<file path="config.mk">
export PLATFORM = sky130hd
export DESIGN_NAME = sync_pulse_train_generator
export DESIGN_NICKNAME = d
export VERILOG_FILES = /design/src/rtl/spt_pkg.sv /design/src/rtl/spt_cfg_regs.sv /design/src/rtl/spt_btn_flags.sv /design/src/rtl/spt_frame_seq.sv /design/src/rtl/sync_pulse_train_generator.sv
export SDC_FILE = /design/constraint.sdc
export NUM_CORES = 1
export LEC_CHECK = 0
export BUFFER_PORTS_ARGS = -buffer_cell sky130_fd_sc_hd__clkbuf_2
export CORE_AREA = 2 2 155 157
export CTS_CLUSTER_SIZE = 24
export DETAILED_ROUTE_END_ITERATION = 12
export DIE_AREA = 0 0 157 159
export MAX_ROUTING_LAYER = met4
export PLACE_DENSITY = 0.81
export SKIP_LAST_GASP = 1
export SYNTH_ARGS = -nofsm -noshare
export SYNTH_HDL_FRONTEND = slang
export SYNTH_SLANG_ARGS = --single-unit
export TNS_END_PERCENT = 30
</file>
<file path="constraint.sdc">
create_clock -name clk -period 7.3 [get_ports clk]
set_clock_uncertainty 0.15 [all_clocks]
set_input_delay 0.365 -clock clk [delete_from_list [all_inputs] [get_ports clk]]
set_output_delay 0.365 -clock clk [all_outputs]
set_load 0.02 [all_outputs]
</file>
<file path="src/rtl/spt_pkg.sv">
// Shared types, register indexes and reset values for the sync pulse train generator.
`timescale 1ns / 1ps

package spt_pkg;

	localparam int TICK_COUNT_WIDTH_DEF   = 24;
	localparam int PULSE_NUMBER_WIDTH_DEF = 5;
	localparam int PULSE_COUNT_W          = 5;
	localparam int CFG_INDEX_W            = 3;

	localparam int SYNC_HIGH_RST        = 50;
	localparam int FIRST_HIGH_RST       = 400;
	localparam int HIGH_STEP_RST        = 50;
	localparam int GAP_RST              = 900;
	localparam int FINAL_GAP_RST        = 6000;
	localparam int PULSES_PER_FRAME_RST = 16;
	localparam int PULSES_DROPPED_RST   = 3;

	typedef enum logic [CFG_INDEX_W-1:0] {
		CFG_SYNC_HIGH        = 3'd0,
		CFG_FIRST_HIGH       = 3'd1,
		CFG_HIGH_STEP        = 3'd2,
		CFG_GAP              = 3'd3,
		CFG_FINAL_GAP        = 3'd4,
		CFG_PULSES_PER_FRAME = 3'd5,
		CFG_PULSES_DROPPED   = 3'd6
	} cfg_index_t;

	typedef enum logic [1:0] {
		PH_SYNC  = 2'd0,
		PH_HIGH  = 2'd1,
		PH_GAP   = 2'd2,
		PH_FINAL = 2'd3
	} phase_t;

	typedef struct packed {
		logic enable;
		logic short_mode;
	} flags_t;

endpackage

</file>
<file path="src/rtl/spt_cfg_regs.sv">
// Configuration register file with reset defaults.
`timescale 1ns / 1ps

module spt_cfg_regs #(
	parameter int TICK_COUNT_WIDTH = spt_pkg::TICK_COUNT_WIDTH_DEF
) (
	input  logic                                clk,
	input  logic                                arst_n,
	input  logic                                cfg_write_en,
	input  logic [spt_pkg::CFG_INDEX_W-1:0]     cfg_index,
	input  logic [TICK_COUNT_WIDTH-1:0]         cfg_data,
	output logic [TICK_COUNT_WIDTH-1:0]         sync_high_q,
	output logic [TICK_COUNT_WIDTH-1:0]         first_high_q,
	output logic [TICK_COUNT_WIDTH-1:0]         high_step_q,
	output logic [TICK_COUNT_WIDTH-1:0]         gap_q,
	output logic [TICK_COUNT_WIDTH-1:0]         final_gap_q,
	output logic [spt_pkg::PULSE_COUNT_W-1:0]   pulses_per_frame_q,
	output logic [spt_pkg::PULSE_COUNT_W-1:0]   pulses_dropped_q
);
	import spt_pkg::*;

	localparam int TW = TICK_COUNT_WIDTH;

	always_ff @(posedge clk or negedge arst_n) begin
		if (!arst_n) begin
			sync_high_q        <= TW'(SYNC_HIGH_RST);
			first_high_q       <= TW'(FIRST_HIGH_RST);
			high_step_q        <= TW'(HIGH_STEP_RST);
			gap_q              <= TW'(GAP_RST);
			final_gap_q        <= TW'(FINAL_GAP_RST);
			pulses_per_frame_q <= PULSE_COUNT_W'(PULSES_PER_FRAME_RST);
			pulses_dropped_q   <= PULSE_COUNT_W'(PULSES_DROPPED_RST);
		end else if (cfg_write_en) begin
			unique case (cfg_index_t'(cfg_index))
				CFG_SYNC_HIGH:        sync_high_q        <= cfg_data;
				CFG_FIRST_HIGH:       first_high_q       <= cfg_data;
				CFG_HIGH_STEP:        high_step_q        <= cfg_data;
				CFG_GAP:              gap_q              <= cfg_data;
				CFG_FINAL_GAP:        final_gap_q        <= cfg_data;
				CFG_PULSES_PER_FRAME: pulses_per_frame_q <= cfg_data[PULSE_COUNT_W-1:0];
				CFG_PULSES_DROPPED:   pulses_dropped_q   <= cfg_data[PULSE_COUNT_W-1:0];
				default: begin
				end
			endcase
		end
	end

endmodule

</file>
<file path="src/rtl/spt_btn_flags.sv">
// Button edge detection and the enable and short mode flags.
`timescale 1ns / 1ps

module spt_btn_flags (
	input  logic            clk,
	input  logic            arst_n,
	input  logic            step,
	input  logic            enable_button,
	input  logic            select_button,
	output spt_pkg::flags_t flags_next
);
	import spt_pkg::*;

	logic enable_flag_q;
	logic short_flag_q;
	logic enable_last_q;
	logic select_last_q;

	always_comb begin
		flags_next.enable     = enable_flag_q ^ (enable_button & ~enable_last_q);
		flags_next.short_mode = short_flag_q ^ (select_button & ~select_last_q);
	end

	always_ff @(posedge clk or negedge arst_n) begin
		if (!arst_n) begin
			enable_flag_q <= 1'b0;
			short_flag_q  <= 1'b1;
			enable_last_q <= 1'b0;
			select_last_q <= 1'b0;
		end else if (step) begin
			enable_flag_q <= flags_next.enable;
			short_flag_q  <= flags_next.short_mode;
			enable_last_q <= enable_button;
			select_last_q <= select_button;
		end
	end

endmodule

</file>
<file path="src/rtl/spt_frame_seq.sv">
// Frame sequencer: phase, pulse number and tick counter, with zero length phase skipping.
`timescale 1ns / 1ps

module spt_frame_seq #(
	parameter int TICK_COUNT_WIDTH   = spt_pkg::TICK_COUNT_WIDTH_DEF,
	parameter int PULSE_NUMBER_WIDTH = spt_pkg::PULSE_NUMBER_WIDTH_DEF
) (
	input  logic                                clk,
	input  logic                                arst_n,
	input  logic                                step,
	input  logic                                short_mode,
	input  logic [TICK_COUNT_WIDTH-1:0]         sync_high,
	input  logic [TICK_COUNT_WIDTH-1:0]         first_high,
	input  logic [TICK_COUNT_WIDTH-1:0]         high_step,
	input  logic [TICK_COUNT_WIDTH-1:0]         gap,
	input  logic [TICK_COUNT_WIDTH-1:0]         final_gap,
	input  logic [spt_pkg::PULSE_COUNT_W-1:0]   pulses_per_frame,
	input  logic [spt_pkg::PULSE_COUNT_W-1:0]   pulses_dropped,
	output spt_pkg::phase_t                     phase
);
	import spt_pkg::*;

	localparam int TW     = TICK_COUNT_WIDTH;
	localparam int PW     = PULSE_NUMBER_WIDTH;
	localparam int PROD_W = TW + PW;
	localparam int CMP_W  = (PW + 1 > PULSE_COUNT_W) ? PW + 1 : PULSE_COUNT_W;

	typedef struct packed {
		logic          found;
		phase_t        phase;
		logic [PW-1:0] pn;
		logic [TW-1:0] ticks;
	} search_t;

	phase_t        phase_q;
	logic [PW-1:0] pn_q;
	logic [TW-1:0] ticks_q;

	logic [PULSE_COUNT_W-1:0] train_len;
	logic                     two_ok;
	logic [PW-1:0]            pn_sel;
	logic [PW:0]              k_a;
	logic                     exists_a;
	logic [PROD_W-1:0]        prod;
	logic [PROD_W:0]          width_sum;
	logic [TW-1:0]            w_a;
	search_t                  res_a;
	search_t                  res_b;
	search_t                  nxt;
	logic                     use_a;

	// Looks for the first nonzero phase starting at the high phase of pulse k.
	// Widths never shrink along the train, so a zero width beyond the first pulse
	// means every later pulse is zero as well.
	function automatic search_t pulse_search(input logic exists_k, input logic [PW-1:0] k,
			input logic k_one, input logic [TW-1:0] wk, input logic [TW-1:0] gap_len,
			input logic [TW-1:0] step_len, input logic second_ok);
		search_t r;
		r.found = 1'b1;
		r.phase = PH_HIGH;
		r.pn    = k;
		r.ticks = wk;
		if (exists_k && wk != '0) begin
			r.phase = PH_HIGH;
		end else if (exists_k && gap_len != '0) begin
			r.phase = PH_GAP;
			r.ticks = gap_len;
		end else if (exists_k && k_one && step_len != '0 && second_ok) begin
			r.pn    = PW'(2);
			r.ticks = step_len;
		end else begin
			r.found = 1'b0;
		end
		return r;
	endfunction

	assign phase = phase_q;

	always_comb begin
		if (short_mode) begin
			train_len = (pulses_per_frame > pulses_dropped) ?
				PULSE_COUNT_W'(pulses_per_frame - pulses_dropped) : '0;
		end else begin
			train_len = pulses_per_frame;
		end
		two_ok = train_len >= PULSE_COUNT_W'(2);

		// Pulse k uses a high time of first + (k - 1) * step, saturated.
		pn_sel    = (phase_q == PH_SYNC) ? '0 : pn_q;
		k_a       = {1'b0, pn_sel} + (PW + 1)'(1);
		exists_a  = !k_a[PW] && (CMP_W'(k_a) <= CMP_W'(train_len));
		prod      = PROD_W'(pn_sel) * PROD_W'(high_step);
		width_sum = {1'b0, prod} + (PROD_W + 1)'(first_high);
		w_a       = (|width_sum[PROD_W:TW]) ? '1 : width_sum[TW-1:0];

		res_a = pulse_search(exists_a, k_a[PW-1:0], k_a == (PW + 1)'(1), w_a, gap,
			high_step, two_ok);
		res_b = pulse_search(train_len != '0, PW'(1), 1'b1, first_high, gap, high_step,
			two_ok);

		use_a     = 1'b1;
		nxt.found = 1'b1;
		nxt.phase = PH_GAP;
		nxt.pn    = pn_q;
		nxt.ticks = gap;
		unique case (phase_q)
			PH_HIGH:  use_a = (gap == '0);
			PH_SYNC:  use_a = 1'b1;
			PH_GAP:   use_a = 1'b1;
			PH_FINAL: use_a = 1'b0;
			default:  use_a = 1'b0;
		endcase

		if (phase_q == PH_HIGH && gap != '0) begin
			nxt.phase = PH_GAP;
		end else if (use_a && res_a.found) begin
			nxt = res_a;
		end else if (phase_q != PH_FINAL && final_gap != '0) begin
			nxt.phase = PH_FINAL;
			nxt.ticks = final_gap;
		end else if (sync_high != '0) begin
			nxt.phase = PH_SYNC;
			nxt.pn    = PW'(1);
			nxt.ticks = sync_high;
		end else if (res_b.found) begin
			nxt = res_b;
		end else if (final_gap != '0) begin
			nxt.phase = PH_FINAL;
			nxt.ticks = final_gap;
		end else begin
			// Every phase of the frame is empty: rest in sync with no ticks loaded.
			nxt.phase = PH_SYNC;
			nxt.pn    = PW'(1);
			nxt.ticks = '0;
		end
	end

	always_ff @(posedge clk or negedge arst_n) begin
		if (!arst_n) begin
			phase_q <= PH_SYNC;
			pn_q    <= PW'(1);
			ticks_q <= TW'(SYNC_HIGH_RST);
		end else if (step) begin
			if (ticks_q <= TW'(1)) begin
				phase_q <= nxt.phase;
				pn_q    <= nxt.pn;
				ticks_q <= nxt.ticks;
			end else begin
				ticks_q <= ticks_q - TW'(1);
			end
		end
	end

endmodule

</file>
<file path="src/rtl/sync_pulse_train_generator.sv">
// Top level of the sync pulse train generator: input stage, sequencer and result register.
//
// One item arrives per timer tick on the item channel (item_valid / item_ready) and
// carries the two button levels. Each item produces exactly one result on the result
// channel (result_valid / result_ready): the data and sync line levels for that tick
// and the enable and short mode flags after the tick's button update.
// The item is captured in an input register, then the flags and frame sequencer step once
// and the levels are captured in the result register.
// Throughput is one item per cycle while the receiver does not stall; the sequencer's
// next phase logic, including one pulse width multiply, is the path that sets it.
// When the receiver stalls, the result register holds, the input register keeps one
// more item, and then item_ready drops until the result is taken.
// Reset clears both channels, loads the default registers and starts in the sync phase
// with the enable flag off and short mode on.
// Configuration writes on cfg_write_en take effect at the next phase load; the user must
// make them while no items are in flight, as the block does not enforce this itself.
`timescale 1ns / 1ps

module sync_pulse_train_generator #(
	parameter int TICK_COUNT_WIDTH   = spt_pkg::TICK_COUNT_WIDTH_DEF,
	parameter int PULSE_NUMBER_WIDTH = spt_pkg::PULSE_NUMBER_WIDTH_DEF
) (
	input  logic                            clk,
	input  logic                            arst_n,
	input  logic                            cfg_write_en,
	input  logic [spt_pkg::CFG_INDEX_W-1:0] cfg_index,
	input  logic [TICK_COUNT_WIDTH-1:0]     cfg_data,
	input  logic                            item_valid,
	output logic                            item_ready,
	input  logic                            enable_button,
	input  logic                            select_button,
	output logic                            result_valid,
	input  logic                            result_ready,
	output logic                            data_level,
	output logic                            sync_level,
	output logic                            enabled_now,
	output logic                            short_mode_now
);
	import spt_pkg::*;

	localparam int TW = TICK_COUNT_WIDTH;

	logic [TW-1:0]            sync_high;
	logic [TW-1:0]            first_high;
	logic [TW-1:0]            high_step;
	logic [TW-1:0]            gap;
	logic [TW-1:0]            final_gap;
	logic [PULSE_COUNT_W-1:0] pulses_per_frame;
	logic [PULSE_COUNT_W-1:0] pulses_dropped;

	logic   valid_s1;
	logic   enable_button_s1;
	logic   select_button_s1;
	logic   advance;
	logic   step;
	flags_t flags_next;
	phase_t phase;

	logic result_valid_q;
	logic data_level_q;
	logic sync_level_q;
	logic enabled_now_q;
	logic short_mode_now_q;

	assign advance    = !result_valid_q || result_ready;
	assign step       = valid_s1 && advance;
	assign item_ready = !valid_s1 || advance;

	always_ff @(posedge clk or negedge arst_n) begin
		if (!arst_n) begin
			valid_s1 <= 1'b0;
		end else if (item_ready) begin
			valid_s1 <= item_valid;
		end
	end

	always_ff @(posedge clk) begin
		if (item_valid && item_ready) begin
			enable_button_s1 <= enable_button;
			select_button_s1 <= select_button;
		end
	end

	spt_cfg_regs #(
		.TICK_COUNT_WIDTH(TICK_COUNT_WIDTH)
	) u_cfg (
		.clk               (clk),
		.arst_n            (arst_n),
		.cfg_write_en      (cfg_write_en),
		.cfg_index         (cfg_index),
		.cfg_data          (cfg_data),
		.sync_high_q       (sync_high),
		.first_high_q      (first_high),
		.high_step_q       (high_step),
		.gap_q             (gap),
		.final_gap_q       (final_gap),
		.pulses_per_frame_q(pulses_per_frame),
		.pulses_dropped_q  (pulses_dropped)
	);

	spt_btn_flags u_flags (
		.clk          (clk),
		.arst_n       (arst_n),
		.step         (step),
		.enable_button(enable_button_s1),
		.select_button(select_button_s1),
		.flags_next   (flags_next)
	);

	spt_frame_seq #(
		.TICK_COUNT_WIDTH  (TICK_COUNT_WIDTH),
		.PULSE_NUMBER_WIDTH(PULSE_NUMBER_WIDTH)
	) u_seq (
		.clk             (clk),
		.arst_n          (arst_n),
		.step            (step),
		.short_mode      (flags_next.short_mode),
		.sync_high       (sync_high),
		.first_high      (first_high),
		.high_step       (high_step),
		.gap             (gap),
		.final_gap       (final_gap),
		.pulses_per_frame(pulses_per_frame),
		.pulses_dropped  (pulses_dropped),
		.phase           (phase)
	);

	always_ff @(posedge clk or negedge arst_n) begin
		if (!arst_n) begin
			result_valid_q <= 1'b0;
		end else if (advance) begin
			result_valid_q <= valid_s1;
		end
	end

	always_ff @(posedge clk) begin
		if (step) begin
			data_level_q     <= (phase == PH_HIGH) && flags_next.enable;
			sync_level_q     <= (phase == PH_SYNC);
			enabled_now_q    <= flags_next.enable;
			short_mode_now_q <= flags_next.short_mode;
		end
	end

	assign result_valid   = result_valid_q;
	assign data_level     = data_level_q;
	assign sync_level     = sync_level_q;
	assign enabled_now    = enabled_now_q;
	assign short_mode_now = short_mode_now_q;

endmodule

</file>
# Yosys cells after proc, flatten, opt, wreduce, memory -nomap -nowiden
# Cells that the tools add are included.
[totals]
regBits = 173
input_bits = 34
out_inout_bits = 6
elab_cells = 128
[classes]
n_addsub = 4
multipliers = 1
magnitude_cmp = 4
n_eq_ne = 13
muxes = 35
bitwise_logic = 7
n_reduce_logical = 42
[ops]
columns = ["operator", "count"]
rows = [
  ["$mux 24", 7],
  ["$reduce_bool 24->1", 6],
  ["$mux 31", 3],
  ["$mux 29", 3],
  ["$mux 5", 7],
  ["$add 29x24->30", 1],
  ["$mul 5x24->29", 1],
  ["$mux 26", 1],
  ["$le 24x1->1 const B", 1],
  ["$logic_not 24->1", 1],
  ["$sub 24x1->24 const B", 1],
  ["$logic_and 1x1->1", 16],
  ["$reduce_and 2->1", 8],
  ["$mux 2", 7],
  ["$eq 3x3->1 const B", 3],
  ["$add 5x1->6 const B", 1],
  ["$eq 3x2->1 const B", 2],
  ["$eq 6x1->1 const B", 1],
  ["$le 6x5->1", 1],
  ["$mux 1", 6],
  ["$reduce_or 6->1", 1],
  ["$ge 5x2->1 const B", 1],
  ["$gt 5x5->1", 1],
  ["$reduce_and 5->1", 1],
  ["17 further kinds", 25],
]

# Longest topological paths before layout
[depth]
word_depth = 16
depth_mapped = 27
ltp_nobuf = 21

# Modules after synthesis
# A second synthesis with hierarchy kept.
[hier_totals]
cells_unflattened = 1550
hier_area_um2 = 14995.6
[by_module_without_submodules]
columns = ["module", "n_inst", "cells_each", "area_each_um2", "seq_area_each_um2"]
rows = [
  ["spt_frame_seq", 1, 1239, 9549.2, 780.7],
  ["spt_cfg_regs", 1, 280, 4964.8, 3281.9],
  ["sync_pulse_train_generator", 1, 17, 295.3, 230.2],
  ["spt_btn_flags", 1, 14, 186.4, 101.3],
]

# Worst setup path after synthesis
# OpenSTA, ideal clock, no wires.
[synth_timing]
kind = "register to register"
start = "register u_seq.phase_q[0], in the netlist u_seq.phase[0]"
end = "register u_seq.ticks_q[11]"
setup_time_ns = 0.127
t_arrival_ns = 5.803
required_time_ns = 7.023
slack_ns = 1.220
stages_incl_launch_ff = 26
n_path_buf = 5
period_less_slack_ns = 6.080
cell_sequence = "dfrtp_1 clkbuf_1 nor2_1 nor2b_1 clkbuf_1 nand2_1 fa_1 inv_1 fa_1 inv_1 fa_1 inv_1 ha_1 o211ai_1 a21o_1 or3_4 a21oi_2 o21a_1 o2111ai_1 or4_1 buf_2 o31a_1 buf_2 buf_2 o211ai_1 a21oi_1"
[synth_between]
elab_chain_cells = 15
elab_cells_between_ends = 36
classes_between = "add/sub (2); mul (1); order compare (1); eq/ne (5); mux (13); reduce/logical (14)"
[synth_lines]
columns = ["item", "line_no", "rtl"]
rows = [
  ["from (decl)", "spt_frame_seq.sv:35", "phase_t phase_q;"],
  ["from (signal assigned)", "spt_frame_seq.sv:145", "phase_q <= nxt.phase;"],
  ["branches (longest 13 deep; another with $add 29x24->30)", "-", ""],
  ["$mux 24 (*)", "spt_frame_seq.sv:114", "if (phase_q == PH_HIGH && gap != '0) begin"],
  ["$mux 24 (*)", "spt_frame_seq.sv:144", "if (ticks_q <= TW'(1)) begin"],
  ["to (signal assigned)", "spt_frame_seq.sv:142", "ticks_q <= TW'(SYNC_HIGH_RST);"],
  ["to (signal assigned)", "spt_frame_seq.sv:147", "ticks_q <= nxt.ticks;"],
  ["to (signal assigned)", "spt_frame_seq.sv:149", "ticks_q <= ticks_q - TW'(1);"],
  ["to (decl)", "spt_frame_seq.sv:37", "logic [TW-1:0] ticks_q;"],
]
# Mark *: on every way between the ends.
# A chain may end at the register's enable or synchronous reset.

# Final worst setup path
[layout_timing]
start = "register u_seq.phase_q[1], in the netlist u_seq.phase[1]"
end = "register u_seq.ticks_q[15]"
# The elaborated chain is that of the path after synthesis.

==> out/metrics.cfg <==
[cells_and_area]
area_growth_pct = 7.927
final_cell_mix = nand2_1 (142), dfrtp_1 (139), mux2_2 (123)
final_common_cell = nand2_1
stdcell_area_um2 = 15840
drive_gt1_share_pct = 17.98
post-route-util_pct = 68.31
nets = 1762

[worst_setup_path]
crit_type = reg2reg
cp_num_buf_inv = 3
worstPathCellList = nor2_2 -> nor2b_1 -> buf_4 -> and2_1 -> fa_1 -> ha_1 -> fa_1 -> inv_1 -> fa_1 -> nand2b_1 -> a21oi_1 -> o21ai_1 -> a211o_1 -> nand4_1 -> o2111ai_1 -> or4_1 -> o31ai_4 -> buf_4 -> nand2_1 -> a21oi_1 -> o31ai_1
path_max_fanout = 27
arrival_ns = 7.00
start_kind = flip-flop
cp_slowest_cell = or4_1
crit_family = compound AO/OA/AOI/OAI gates
path_common_cell = fa_1
critPathRequiredTime_ns = 7.45
cp-end-kind = flip-flop
slowest_delay_ns = 0.67

[yosys]
synthTopCellsByArea = dfrtp_1 (24%), fa_1 (12%), mux2_2 (9.4%)
async_flop_share_pct = 96.53
synth.distinct_cells = 84
dominantRegCellSynth = dfrtp_1
syn_area_um2 = 14680
syn_area_per_cell_um2 = 9.308
synth_area_leader_cell = dfrtp_1
yosysWarningCount = 0
synth-seq-cells = 173
synth-edff-count = 6
synthCells = 1577
seq_area_frac_synth_pct = 29.94
synth.net_count = 1756
synth_top_area_share_pct = 23.70

[drt]
postRouteAntennaNets = 0
drc = 0
routedWlPerCell_um = 23.70
first_pass_iters = 6
via_count = 13050
drtIter0Drc = 1684
routed_wl_um = 45410
via_per_inst = 6.813

[sta]
worst_pin_slew_ns = 1.303
fin_ws_ns = 0.4548
fin_crit_sh_pct = 93.77
fmax_mhz = 146.1
hold_violations = 0
rsz0062_at_grt = false
setup_viol = 0
maxSlewViolCount = 0
min_period_ns = 6.845
setup_tns_ns = 0
slew_headroom_pct = 12.32

[flow_run]
drv_cap = 0

[cts]
cts_root_buf = clkbuf_16
cts_max_level = 4
post-cts-setup-buffers = 0
clk_pin_slew_ns = 0.07
cts.path.max_buffers = 2
clk_latency_ns = 0.44
cts_tree = built
clock-sinks = 173
cts_buffers = 17

[hold_path]
min_path_type = in2reg

[global_routing]
grt_max_degree = 107
grt_use_total_pct = 38.32
grt_remaining_overflow = 0
grt_pass1_vias = 12610
grt_pass1_wl_um = 71660
antenna_found_initial = 0

[floorplanning]
ioPinCount = 40
placementRows = 56
die_y_um = 159
core_area_um2 = 23190
die_w_um = 157
die_area_um2 = 24960
start_util_pct = 63.29

[power_and_ir_drop]
vdd_ir_drop_max_v = 0.0001905
leakagePower_nw = 6.721
powerDensity_nw_per_um2 = 281.5
total_power_mw = 4.460

[placement]
place_area_um2 = 15170
portBuffers = 39
gp_congestion = 1.042
post-place-ws_ns = 0.2041
post-dp-hpwl_um = 33840

[run_status]
status = complete, no violations

==> path summary, 6_finish.rpt <==
| kind | from | slack [ns] | cells past startpoint | to |
|---|---|---|---|---|
| worst max-delay path | u_seq.phase[1] | 0.45 | 21 | u_seq.ticks_q[15] |
| worst min-delay path | result_ready | 0.07 | 3 | result_valid |
| worst max register to register | u_seq.phase[1] | 0.45 | 21 | u_seq.ticks_q[15] |
| worst min register to register | enable_button_s1 | 0.33 | 2 | u_flags.enable_last_q |
| max in group asynchronous | arst_n | 5.18 | 3 | u_cfg.first_high_q[9] |
| min in group asynchronous | arst_n | 0.45 | 2 | u_flags.enable_flag_q |
==> flip-flops by register name (all words and copies together) (netlist names), 2 cells and up <==
register                  cells
u_seq.pn_q                    5
u_cfg.sync_high_q            24
u_cfg.final_gap_q            24
u_seq.ticks_q                24
u_cfg.pulses_dropped_q        5
u_cfg.pulses_per_frame_q      5
u_cfg.high_step_q            24
u_seq.phase                   2
u_cfg.gap_q                  24
u_cfg.first_high_q           24
==> tightest hold or removal path, stage by stage <==
cell and delay [ns]:
clkbuf_2 0.08, nand2b_1 0.11, nand2b_1 0.06
==> synthesized netlist by cell type, types with 14 or more instances <==
| master | instances |
|---|---|
| clkbuf_1 | 59 |
| o21ai_1 | 14 |
| dfrtp_1 | 139 |
| a22oi_1 | 29 |
| mux2_2 | 123 |
| o21ai_0 | 97 |
| o211ai_1 | 19 |
| inv_1 | 79 |
| xnor2_1 | 14 |
| nor2_1 | 78 |
| a21oi_1 | 113 |
| fa_1 | 91 |
| ha_1 | 54 |
| nor4_1 | 38 |
| nand2_1 | 142 |
| nor3_1 | 36 |
| dfstp_2 | 28 |
| buf_2 | 21 |
| nand2b_1 | 15 |
| a211oi_1 | 18 |
| a211o_1 | 17 |
| nand4_1 | 14 |
| and2_1 | 109 |
| nand3_1 | 27 |
==> report_power, final <==
part / total [mW] / switching, mW / internal (mW) / leakage [nW]
Combinational: 1.93 / 1.18 / 0.742 / 4.39
Clock: 0.974 / 0.417 / 0.557 / 0.298
Sequential: 1.56 / 0.349 / 1.21 / 2.04
Total: 4.46 / 1.95 / 2.51 / 6.72
==> kinds of logic (layout without fill, tap and decap cells) <==
logic type / after synthesis / in the layout / share of synthesized area, %
other: 0 / 1 / 0
buffers and inverters: 165 / 184 / 4.526
AOI/OAI and AO/OA: 420 / 420 / 18.87
adders and majority gates: 145 / 145 / 17.01
DFF: 173 / 173 / 29.94
and+or+nand+nor: 524 / 524 / 18.54
muxes: 125 / 125 / 9.572
xor gates and xnor gates: 25 / 25 / 1.543
==> area by class of cell <==
class,instances,area [µm²]
antenna,1,2.502
clock buffer,19,442.9
clock inverter,13,177.7
fill,1809,7350
inverter,79,296.5
multi-input combinational,1239,9663
sequential,173,4394
tap,319,399.1
timing repair buffer,73,466.7
==> timing repair <==
action	CTS	global route
hold buffers	4	0
endpoints found under the hold margin	98	0
endpoints found under the setup margin	0	31
gates resized for setup	0	4
==> stage by stage <==
stage	hold WS, ns	instances
finish	0.07359	1916
floorplan	-0.08059	1577
global placement	0.3045	1879
CTS	0.07136	1915
detailed placement	0.3168	1879
global route	0.08628	1915
==> layer usage <==
| layer | track usage (%) | vias up | routed length (µm) |
|---|---|---|---|
| met5 | - | - | 0 |
| met4 | 15.05 | 0 | 1994 |
| met3 | 7.131 | 168 | 4506 |
| li1 | - | 5689 | - |
| met2 | 54.96 | 804 | 19870 |
| met1 | 54.16 | 6393 | 19030 |
(Power assumes the default switching activity.)
